[src/hdl/dcs_pkg.sv]
`timescale 1ns / 1ps
// ----------------------------------------------------------------------------
// DCS trigger package
// Register map, register reset values and the configuration bundle shared
// by the register file and the trigger core.
// ----------------------------------------------------------------------------
package dcs_pkg;

	// Fixed widths of the configuration registers.
	localparam int THR_BITS   = 12;
	localparam int START_BITS = 8;
	localparam int TPS_BITS   = 7;

	// Register index, taken from paddr[3:2].
	localparam int REG_IDX_BITS = 2;
	localparam logic [REG_IDX_BITS-1:0] REG_THRESHOLD  = 2'd0;
	localparam logic [REG_IDX_BITS-1:0] REG_START_TICK = 2'd1;
	localparam logic [REG_IDX_BITS-1:0] REG_TICKS_PER  = 2'd2;

	localparam logic [THR_BITS-1:0]   THRESHOLD_RESET  = 12'd45;
	localparam logic [START_BITS-1:0] START_TICK_RESET = 8'd0;
	localparam logic [TPS_BITS-1:0]   TICKS_PER_RESET  = 7'd2;

	// Number of samples kept around the peak.
	localparam int WIN_LEN = 4;

	typedef struct packed {
		logic [THR_BITS-1:0]   threshold;
		logic [START_BITS-1:0] start_tick;
		logic [TPS_BITS-1:0]   ticks_per_sample;
	} cfg_t;

endpackage

[src/hdl/dcs_threshold_peak_trigger.sv]
`timescale 1ns / 1ps
// ----------------------------------------------------------------------------
// DCS threshold peak trigger
// Finds the correlated double-sample peak of an ADC trace and reports its
// tick and the four samples ending at it.
// ----------------------------------------------------------------------------
// Usage:
// Samples enter on the sample channel (sample_valid / sample_ready), one item
// per ADC sample, with last_sample set on the final sample of a trace. Results
// leave on the result channel (result_valid / result_ready): at most one per
// trace, either the fired peak (found = 1) or, on the last sample of a trace
// with no trigger, an all-zero not-found item.
// An accepted sample lands in an input register; as it moves on, the trigger
// decision runs and loads the result register, which then offers the result.
// The block takes one sample per cycle for as long as the result register is
// empty or being drained.
// When the receiver stalls, a held result keeps the result register full, the
// input register holds the next sample, and sample_ready drops only when both
// are occupied. Samples that produce no result also wait in the input register
// until the held result has been taken.
// Reset clears both registers, loads the configuration reset values and opens
// a fresh trace whose first tick is the start_tick reset value. A start_tick
// write is used from the next trace on; a tick step write from the next sample.
// ----------------------------------------------------------------------------
module dcs_threshold_peak_trigger #(
	parameter int LOOKBACK    = 3,
	parameter int SAMPLE_BITS = 12,
	parameter int TICK_BITS   = 16
) (
	input  logic                   clk,
	input  logic                   arst_n,
	// Configuration port.
	input  logic                   psel,
	input  logic                   penable,
	input  logic                   pwrite,
	input  logic [3:0]             paddr,
	input  logic [31:0]            pwdata,
	output logic [31:0]            prdata,
	output logic                   pready,
	// Sample channel.
	input  logic                   sample_valid,
	output logic                   sample_ready,
	input  logic [SAMPLE_BITS-1:0] sample,
	input  logic                   last_sample,
	// Result channel.
	output logic                   result_valid,
	input  logic                   result_ready,
	output logic                   found,
	output logic [TICK_BITS-1:0]   peak_tick,
	output logic signed [SAMPLE_BITS:0] peak_difference,
	output logic [SAMPLE_BITS-1:0] pre_sample_three,
	output logic [SAMPLE_BITS-1:0] pre_sample_two,
	output logic [SAMPLE_BITS-1:0] pre_sample_one,
	output logic [SAMPLE_BITS-1:0] peak_sample
);

	dcs_pkg::cfg_t cfg;

	// Input register.
	logic                   valid_s1;
	logic [SAMPLE_BITS-1:0] sample_s1;
	logic                   last_s1;

	// The item in the input register moves on when the result register can
	// take whatever it produces this cycle.
	logic advance;
	logic in_accept;

	// Core result, before the result register.
	logic                     res_valid;
	logic                     res_found;
	logic [TICK_BITS-1:0]     res_tick;
	logic signed [SAMPLE_BITS:0] res_diff;
	logic [SAMPLE_BITS-1:0]   res_pre3;
	logic [SAMPLE_BITS-1:0]   res_pre2;
	logic [SAMPLE_BITS-1:0]   res_pre1;
	logic [SAMPLE_BITS-1:0]   res_peak;

	// Result register.
	logic                     out_valid_q;
	logic                     found_q;
	logic [TICK_BITS-1:0]     tick_q;
	logic signed [SAMPLE_BITS:0] diff_q;
	logic [SAMPLE_BITS-1:0]   pre3_q;
	logic [SAMPLE_BITS-1:0]   pre2_q;
	logic [SAMPLE_BITS-1:0]   pre1_q;
	logic [SAMPLE_BITS-1:0]   peak_q;

	assign pready = 1'b1;

	dcs_regs u_regs (
		.clk     (clk),
		.arst_n  (arst_n),
		.psel    (psel),
		.penable (penable),
		.pwrite  (pwrite),
		.paddr   (paddr),
		.pwdata  (pwdata),
		.prdata  (prdata),
		.cfg     (cfg)
	);

	assign advance      = valid_s1 && (!out_valid_q || result_ready);
	assign sample_ready = !valid_s1 || advance;
	assign in_accept    = sample_valid && sample_ready;

	always_ff @(posedge clk or negedge arst_n) begin
		if (!arst_n) begin
			valid_s1 <= 1'b0;
		end else if (in_accept) begin
			valid_s1 <= 1'b1;
		end else if (advance) begin
			valid_s1 <= 1'b0;
		end
	end

	always_ff @(posedge clk) begin
		if (in_accept) begin
			sample_s1 <= sample;
			last_s1   <= last_sample;
		end
	end

	dcs_core #(
		.LOOKBACK    (LOOKBACK),
		.SAMPLE_BITS (SAMPLE_BITS),
		.TICK_BITS   (TICK_BITS)
	) u_core (
		.clk              (clk),
		.arst_n           (arst_n),
		.cfg              (cfg),
		.step             (advance),
		.sample           (sample_s1),
		.last_sample      (last_s1),
		.res_valid        (res_valid),
		.found            (res_found),
		.peak_tick        (res_tick),
		.peak_difference  (res_diff),
		.pre_sample_three (res_pre3),
		.pre_sample_two   (res_pre2),
		.pre_sample_one   (res_pre1),
		.peak_sample      (res_peak)
	);

	always_ff @(posedge clk or negedge arst_n) begin
		if (!arst_n) begin
			out_valid_q <= 1'b0;
		end else if (advance) begin
			out_valid_q <= res_valid;
		end else if (result_ready) begin
			out_valid_q <= 1'b0;
		end
	end

	always_ff @(posedge clk) begin
		if (advance && res_valid) begin
			found_q <= res_found;
			tick_q  <= res_tick;
			diff_q  <= res_diff;
			pre3_q  <= res_pre3;
			pre2_q  <= res_pre2;
			pre1_q  <= res_pre1;
			peak_q  <= res_peak;
		end
	end

	assign result_valid     = out_valid_q;
	assign found            = found_q;
	assign peak_tick        = tick_q;
	assign peak_difference  = diff_q;
	assign pre_sample_three = pre3_q;
	assign pre_sample_two   = pre2_q;
	assign pre_sample_one   = pre1_q;
	assign peak_sample      = peak_q;

`ifndef SYNTHESIS
	// A not-found item carries nothing but zeros.
	a_notfound_zero: assert property (@(posedge clk) disable iff (!arst_n)
		(result_valid && !found) |-> (peak_tick == '0 && peak_difference == '0 &&
		pre_sample_three == '0 && pre_sample_two == '0 &&
		pre_sample_one == '0 && peak_sample == '0))
		else $error("not-found item has nonzero fields");

	// A fired peak was above a non-negative threshold, so it is positive.
	a_peak_positive: assert property (@(posedge clk) disable iff (!arst_n)
		(result_valid && found) |-> (peak_difference > 0))
		else $error("fired peak difference is not positive");

	// An accepted sample always occupies the input register next cycle.
	a_accept_loads: assert property (@(posedge clk) disable iff (!arst_n)
		in_accept |=> valid_s1)
		else $error("accepted sample did not reach the input register");

	// A sample blocked by a full result register is not dropped.
	a_stall_holds: assert property (@(posedge clk) disable iff (!arst_n)
		(valid_s1 && !advance) |=> (valid_s1 && $stable(sample_s1) && $stable(last_s1)))
		else $error("stalled sample lost from the input register");
`endif

endmodule

[src/hdl/dcs_regs.sv]
`timescale 1ns / 1ps
// ----------------------------------------------------------------------------
// DCS trigger register file
// APB-style configuration registers: threshold, start tick and tick step.
// ----------------------------------------------------------------------------
module dcs_regs (
	input  logic                clk,
	input  logic                arst_n,
	input  logic                psel,
	input  logic                penable,
	input  logic                pwrite,
	input  logic [3:0]          paddr,
	input  logic [31:0]         pwdata,
	output logic [31:0]         prdata,
	output dcs_pkg::cfg_t       cfg
);

	dcs_pkg::cfg_t                       cfg_q;
	logic [dcs_pkg::REG_IDX_BITS-1:0]    idx;
	logic                                wr_en;

	assign idx   = paddr[3:2];
	assign wr_en = psel & penable & pwrite;

	always_ff @(posedge clk or negedge arst_n) begin
		if (!arst_n) begin
			cfg_q.threshold        <= dcs_pkg::THRESHOLD_RESET;
			cfg_q.start_tick       <= dcs_pkg::START_TICK_RESET;
			cfg_q.ticks_per_sample <= dcs_pkg::TICKS_PER_RESET;
		end else if (wr_en) begin
			case (idx)
				dcs_pkg::REG_THRESHOLD: begin
					cfg_q.threshold <= pwdata[dcs_pkg::THR_BITS-1:0];
				end
				dcs_pkg::REG_START_TICK: begin
					cfg_q.start_tick <= pwdata[dcs_pkg::START_BITS-1:0];
				end
				dcs_pkg::REG_TICKS_PER: begin
					cfg_q.ticks_per_sample <= pwdata[dcs_pkg::TPS_BITS-1:0];
				end
				default: begin
					// Writes past the register list are dropped.
				end
			endcase
		end
	end

	always_comb begin
		case (idx)
			dcs_pkg::REG_THRESHOLD:  prdata = 32'(cfg_q.threshold);
			dcs_pkg::REG_START_TICK: prdata = 32'(cfg_q.start_tick);
			dcs_pkg::REG_TICKS_PER:  prdata = 32'(cfg_q.ticks_per_sample);
			default:                 prdata = 32'd0;
		endcase
	end

	assign cfg = cfg_q;

endmodule

[src/hdl/dcs_core.sv]
`timescale 1ns / 1ps
// ----------------------------------------------------------------------------
// DCS trigger core
// Per-trace state and the single-pass arm, peak and fire decision.
// ----------------------------------------------------------------------------
module dcs_core #(
	parameter int LOOKBACK    = 3,
	parameter int SAMPLE_BITS = 12,
	parameter int TICK_BITS   = 16
) (
	input  logic                   clk,
	input  logic                   arst_n,
	input  dcs_pkg::cfg_t          cfg,
	input  logic                   step,
	input  logic [SAMPLE_BITS-1:0] sample,
	input  logic                   last_sample,
	output logic                   res_valid,
	output logic                   found,
	output logic [TICK_BITS-1:0]   peak_tick,
	output logic signed [SAMPLE_BITS:0] peak_difference,
	output logic [SAMPLE_BITS-1:0] pre_sample_three,
	output logic [SAMPLE_BITS-1:0] pre_sample_two,
	output logic [SAMPLE_BITS-1:0] pre_sample_one,
	output logic [SAMPLE_BITS-1:0] peak_sample
);

	localparam int HDEPTH = (LOOKBACK > 3) ? LOOKBACK : 3;
	localparam int FILL_W = $clog2(HDEPTH + 1);
	localparam int CMP_W  =
		((SAMPLE_BITS > dcs_pkg::THR_BITS) ? SAMPLE_BITS : dcs_pkg::THR_BITS) + 2;

	logic [SAMPLE_BITS-1:0]    hist_q [HDEPTH];
	logic [SAMPLE_BITS-1:0]    win_q  [dcs_pkg::WIN_LEN];
	logic [FILL_W-1:0]         fill_q;
	logic [TICK_BITS-1:0]      tick_q;
	logic                      armed_q;
	logic                      fired_q;
	logic signed [SAMPLE_BITS:0] best_q;
	logic [TICK_BITS-1:0]      best_tick_q;

	logic signed [SAMPLE_BITS:0] diff;
	logic signed [CMP_W-1:0]   diff_x;
	logic signed [CMP_W-1:0]   thr_x;
	logic                      active;
	logic                      above;
	logic                      fire;
	logic                      armed_nxt;
	logic                      update;

	assign diff   = $signed({1'b0, sample}) - $signed({1'b0, hist_q[LOOKBACK-1]});
	assign diff_x = CMP_W'(diff);
	assign thr_x  = $signed({{(CMP_W - dcs_pkg::THR_BITS){1'b0}}, cfg.threshold});

	assign active    = !fired_q && (fill_q >= FILL_W'(LOOKBACK));
	assign above     = diff_x > thr_x;
	assign fire      = active && !above && armed_q && (diff < best_q);
	assign armed_nxt = armed_q || (active && above);
	assign update    = active && !fire && armed_nxt && (diff > best_q);

	// A result leaves on a fire, or on the last sample of a trace that never fired.
	assign res_valid        = fire || (last_sample && !fired_q);
	assign found            = fire;
	assign peak_tick        = fire ? best_tick_q : '0;
	assign peak_difference  = fire ? best_q : '0;
	assign pre_sample_three = fire ? win_q[0] : '0;
	assign pre_sample_two   = fire ? win_q[1] : '0;
	assign pre_sample_one   = fire ? win_q[2] : '0;
	assign peak_sample      = fire ? win_q[3] : '0;

	always_ff @(posedge clk or negedge arst_n) begin
		if (!arst_n) begin
			for (int i = 0; i < HDEPTH; i++) hist_q[i] <= '0;
			for (int i = 0; i < dcs_pkg::WIN_LEN; i++) win_q[i] <= '0;
			fill_q      <= '0;
			tick_q      <= TICK_BITS'(dcs_pkg::START_TICK_RESET);
			armed_q     <= 1'b0;
			fired_q     <= 1'b0;
			best_q      <= '0;
			best_tick_q <= '0;
		end else if (step) begin
			if (last_sample) begin
				// The next item opens a fresh trace.
				for (int i = 0; i < HDEPTH; i++) hist_q[i] <= '0;
				for (int i = 0; i < dcs_pkg::WIN_LEN; i++) win_q[i] <= '0;
				fill_q      <= '0;
				tick_q      <= TICK_BITS'(cfg.start_tick);
				armed_q     <= 1'b0;
				fired_q     <= 1'b0;
				best_q      <= '0;
				best_tick_q <= '0;
			end else begin
				hist_q[0] <= sample;
				for (int i = 1; i < HDEPTH; i++) hist_q[i] <= hist_q[i-1];
				if (fill_q < FILL_W'(HDEPTH)) fill_q <= fill_q + FILL_W'(1);
				tick_q  <= tick_q + TICK_BITS'(cfg.ticks_per_sample);
				armed_q <= armed_nxt;
				fired_q <= fired_q | fire;
				if (update) begin
					best_q      <= diff;
					best_tick_q <= tick_q;
					win_q[0]    <= hist_q[2];
					win_q[1]    <= hist_q[1];
					win_q[2]    <= hist_q[0];
					win_q[3]    <= sample;
				end
			end
		end
	end

endmodule

[config.mk]
export PLATFORM = sky130hd
export DESIGN_NAME = dcs_threshold_peak_trigger
export DESIGN_NICKNAME = d
export VERILOG_FILES = /design/src/hdl/dcs_pkg.sv /design/src/hdl/dcs_threshold_peak_trigger.sv /design/src/hdl/dcs_regs.sv /design/src/hdl/dcs_core.sv
export SDC_FILE = /design/constraint.sdc
export NUM_CORES = 1
export LEC_CHECK = 0
export ABC_AREA = 1
export BUFFER_PORTS_ARGS = -buffer_cell sky130_fd_sc_hd__buf_2
export CAP_MARGIN = 20
export CORE_ASPECT_RATIO = 0.8
export CORE_UTILIZATION = 35
export DETAILED_ROUTE_END_ITERATION = 16
export HOLD_SLACK_MARGIN = 0.12
export PLACE_DENSITY = 0.56
export SYNTH_ARGS = -nofsm -noshare
export SYNTH_HDL_FRONTEND = slang
export SYNTH_SLANG_ARGS = --single-unit
[constraint.sdc]
create_clock -name clk -period 11.19 [get_ports clk]
set_input_delay 1.119 -clock clk [delete_from_list [all_inputs] [get_ports clk]]
set_output_delay 1.119 -clock clk [all_outputs]
set_load 0.01 [all_outputs]
==> flow_metrics.env <==
export IMPL_status="finished, final reports clean"
export IMPL_finalNonFillerCells=1799
export IMPL_syn_area_per_cell_um2=9.45
export IMPL_grt_pass1_vias=8515
export IMPL_leakagePower_nw=6.25
export IMPL_grt_use_met2_pct=22.8
export IMPL_postSynthCellCount=1250
export IMPL_ys_warnings_count=0
export IMPL_root_buffer="clkbuf_16"
export IMPL_drt_initial_drc_count=536
export IMPL_busiest_layer="met1"
export IMPL_avgRoutedWirePerCell_um=16.4
export IMPL_synthArstFlopShare_pct=64.0
export IMPL_required_ns=11.62
export IMPL_dp_cells=1745
export IMPL_endpoint_kind="flop"
export IMPL_synth_edf_count=91
export IMPL_rsz0062_at_grt="false"
export IMPL_path_max_fanout=78
export IMPL_ys_types=42
export IMPL_fin_nets=1452
export IMPL_worst_slew_pin_slew_ns=1.03
export IMPL_hp_class="reg -> reg"
export IMPL_cpMostUsedCell="nand2_1"
export IMPL_fp_coreArea_um2=32900
export IMPL_grt_pass1_wl_um=48000
export IMPL_rows=59
export IMPL_grt_overflow=0
export IMPL_finalCritPeriodShare_pct=45.2
export IMPL_p_int_mw=1.79
export IMPL_die_w_um=207
export IMPL_portBuffers=125
export IMPL_drc_errors=0
export IMPL_antenna_found_initial=0
export IMPL_synth_area_leader_cell="dfrtp_1"
export IMPL_hold_ws_ns=0.488
export IMPL_initial_core_util_pct=35.9
export IMPL_yosysTopAreaCellShare_pct=33.3
export IMPL_cts_repair_resized=0
export IMPL_finalHoldViolCount=0
export IMPL_cts_setup_buffers=0
export IMPL_clockPowerShare_pct=38.3
export IMPL_grt_max_degree=89
export IMPL_met1_usage_pct=28.5
export IMPL_synth_ff_type="dfrtp_1"
export IMPL_hold_buffers=0
export IMPL_fmax_ghz=0.198
export IMPL_seq_area_frac_synth_pct=57.5
export IMPL_syn_area_um2=11800
export IMPL_slew_limit_headroom_pct=31.7
export IMPL_gp_congestion=0.859
export IMPL_critPathLaunchType="flop"
export IMPL_cp_arrival_ns=5.49
export IMPL_firstDrtPassIters=5
export IMPL_p_seq_share_pct=43.7
export IMPL_synth_commonest_cells="nand2_1, inv_1, dfrtp_1, nor2_1, nand3_1"
export IMPL_die_area_um2=34500
export IMPL_drv_cap=0
export IMPL_p_switching_uw=737
export IMPL_final_core_util_pct=41.6
export IMPL_combinationalPowerShare_pct=18.0
export IMPL_clock_latency_ns=0.55
export IMPL_hpwlAfterDp_um=19400
export IMPL_synth_most_common_cell="nand2_1"
export IMPL_final_setup_viol_count=0
export IMPL_die_h_um=166
export IMPL_period_needed_ns=5.06
export IMPL_numCtsBuffers=29
export IMPL_switching_share_pct=29.2
export IMPL_wirelength_um=29500
export IMPL_p_per_area_nw_per_um2=185
export IMPL_via_per_inst=4.90
export IMPL_slew_violations=0
export IMPL_clock_path_buffers=3
export IMPL_drive_gt1_share_pct=14.0
export IMPL_clk_pin_slew_ns=0.06
export IMPL_cpMaxStageDelayCell="nand2_4"
export IMPL_num_vias=8809
export IMPL_regToRegSetupSlack_ns=6.13
export IMPL_crit_type="reg -> reg"
export IMPL_pin_count=169
export IMPL_synth_seq_cells=253
export IMPL_antenna_cells=0
export IMPL_grt_total_usage_pct=17.3
export IMPL_peakVddDrop_uv=127
export IMPL_clock_sinks=253
export IMPL_drtAntennaViolNets=0
export IMPL_syn2layout_area_growth_pct=15.7
export IMPL_cpPeakStageDelay_ns=0.71
export IMPL_htreeDepth=1
export IMPL_grt_use_met3_pct=2.57
export IMPL_cp_cell_sequence="inv_1, ha_1, inv_1, fa_1, nand3_1, nand2_1, a31oi_1, o21ai_0, xor2_1, ha_1, nand2_1, nor2_1, nand2_1, nand2_1, nand2_1, nand2_1, nand2_1, nand2_1, nand4_1, nand2_4, nand2_4, nand3_1, nand2_1"
export IMPL_cts_tree="yes"
export IMPL_setup_tns_ns=0
export IMPL_synth_area_top_cells="dfrtp_1, edfxtp_1, nand2_1"
export IMPL_fin_worst_skew_ns=0.0138
[critical path, delay by kind of cell, from the launching register on]
| kind | cells | cell delay, ns |
|---|---|---|
| XOR/XNOR | 1 | 0.39 |
| AO/OA/AOI/OAI | 2 | 0.42 |
| AND/OR/NAND/NOR | 15 | 2.71 |
| flip-flops | 1 | 0.45 |
| adder cells (fa/ha/maj) | 3 | 0.76 |
| buffers and inverters | 2 | 0.17 |
[cell families (layout without fill, tap and decap cells)]
group / after synthesis / after routing / share of synthesized area, %
DFF: 253 / 253 / 57.5
AOI/OAI and AO/OA: 144 / 144 / 7.11
adders and majority gates: 47 / 47 / 5.11
other: 2 / 21 / 0.0636
buffers and inverters: 278 / 381 / 9.97
xor gates and xnor gates: 11 / 11 / 0.816
and+or+nand+nor: 515 / 515 / 19.4
[per-stage QoR]
step / setup slack [ns] / area (µm²) / total power, mW
CTS: 6.11 / 13700 / 2.55
detailed placement: 6.12 / 12700 / 1.57
global route: 5.62 / 13700 / 2.65
global placement: 6.22 / 12700 / 1.56
floorplan: 3.11 / 11900 / 1.43
finish: 6.13 / 13700 / 2.52
[state kept, by name, summed over array words and instances, names as in the netlist, 2 cells and up]
| name | count |
|---|---|
| pre_sample_two | 12 |
| pre_sample_three | 12 |
| u_core.win_q | 48 |
| pre_sample_one | 12 |
| u_core.fill_q | 2 |
| peak_sample | 12 |
| u_core.hist_q | 36 |
| u_regs.cfg | 27 |
| peak_tick | 16 |
| u_core.best_tick_q | 16 |
| u_core.tick_q | 16 |
| peak_difference | 13 |
| u_core.best_q | 13 |
| sample_s1 | 12 |
[per-layer routing]
metal,routed length (µm),vias to the layer above
met1,16000,4211
li1,-,4337
met3,1310,47
met5,0,-
met2,11600,214
met4,623,0
[area by class of cell]
type	instances	area (µm²)
clock buffers	40	797
flip-flops and latches	253	6790
fillers	3281	19200
clock inverters	14	176
multi-input cells	738	3940
well taps	427	534
repair buffers	134	699
inverters	193	724
[cell usage in the layout, fill, tap and decap left out, drive strengths merged, types with 26 or more instances in the layout]
cell type  netlist  routed
buf             47     134
ha              45      45
clkbuf          38      40
dfrtp          157     157
edfxtp          91      91
inv            192     193
a21oi           37      37
nand3           98      98
nand4           82      82
nor2           113     113
nand2          210     210
o21ai           54      54
o22ai           26      26
[path summary, 6_finish.rpt]
path / end / depth (start not counted) / startpoint
max: u_core.win_q[20] / 23 / sample_s1[0]
min: u_regs.cfg[13] / 2 / u_regs.cfg[13]
min reg2reg: u_regs.cfg[13] / 2 / u_regs.cfg[13]
max in group asynchronous: u_core.best_q[12] / 2 / arst_n
max reg2reg: u_core.win_q[20] / 23 / sample_s1[0]
min in group asynchronous: u_regs.cfg[12] / 1 / arst_n
[power by group through the flow]
stage | logic, mW | clock network [mW] | registers [mW]
after floorplan | 0.315 | 0 | 1.11
after global placement | 0.444 | 0 | 1.12
after detailed placement | 0.454 | 0 | 1.12
after CTS | 0.457 | 0.990 | 1.10
after global routing | 0.517 | 1.03 | 1.11
final | 0.455 | 0.966 | 1.10
Power figures use the tool's default switching activity.
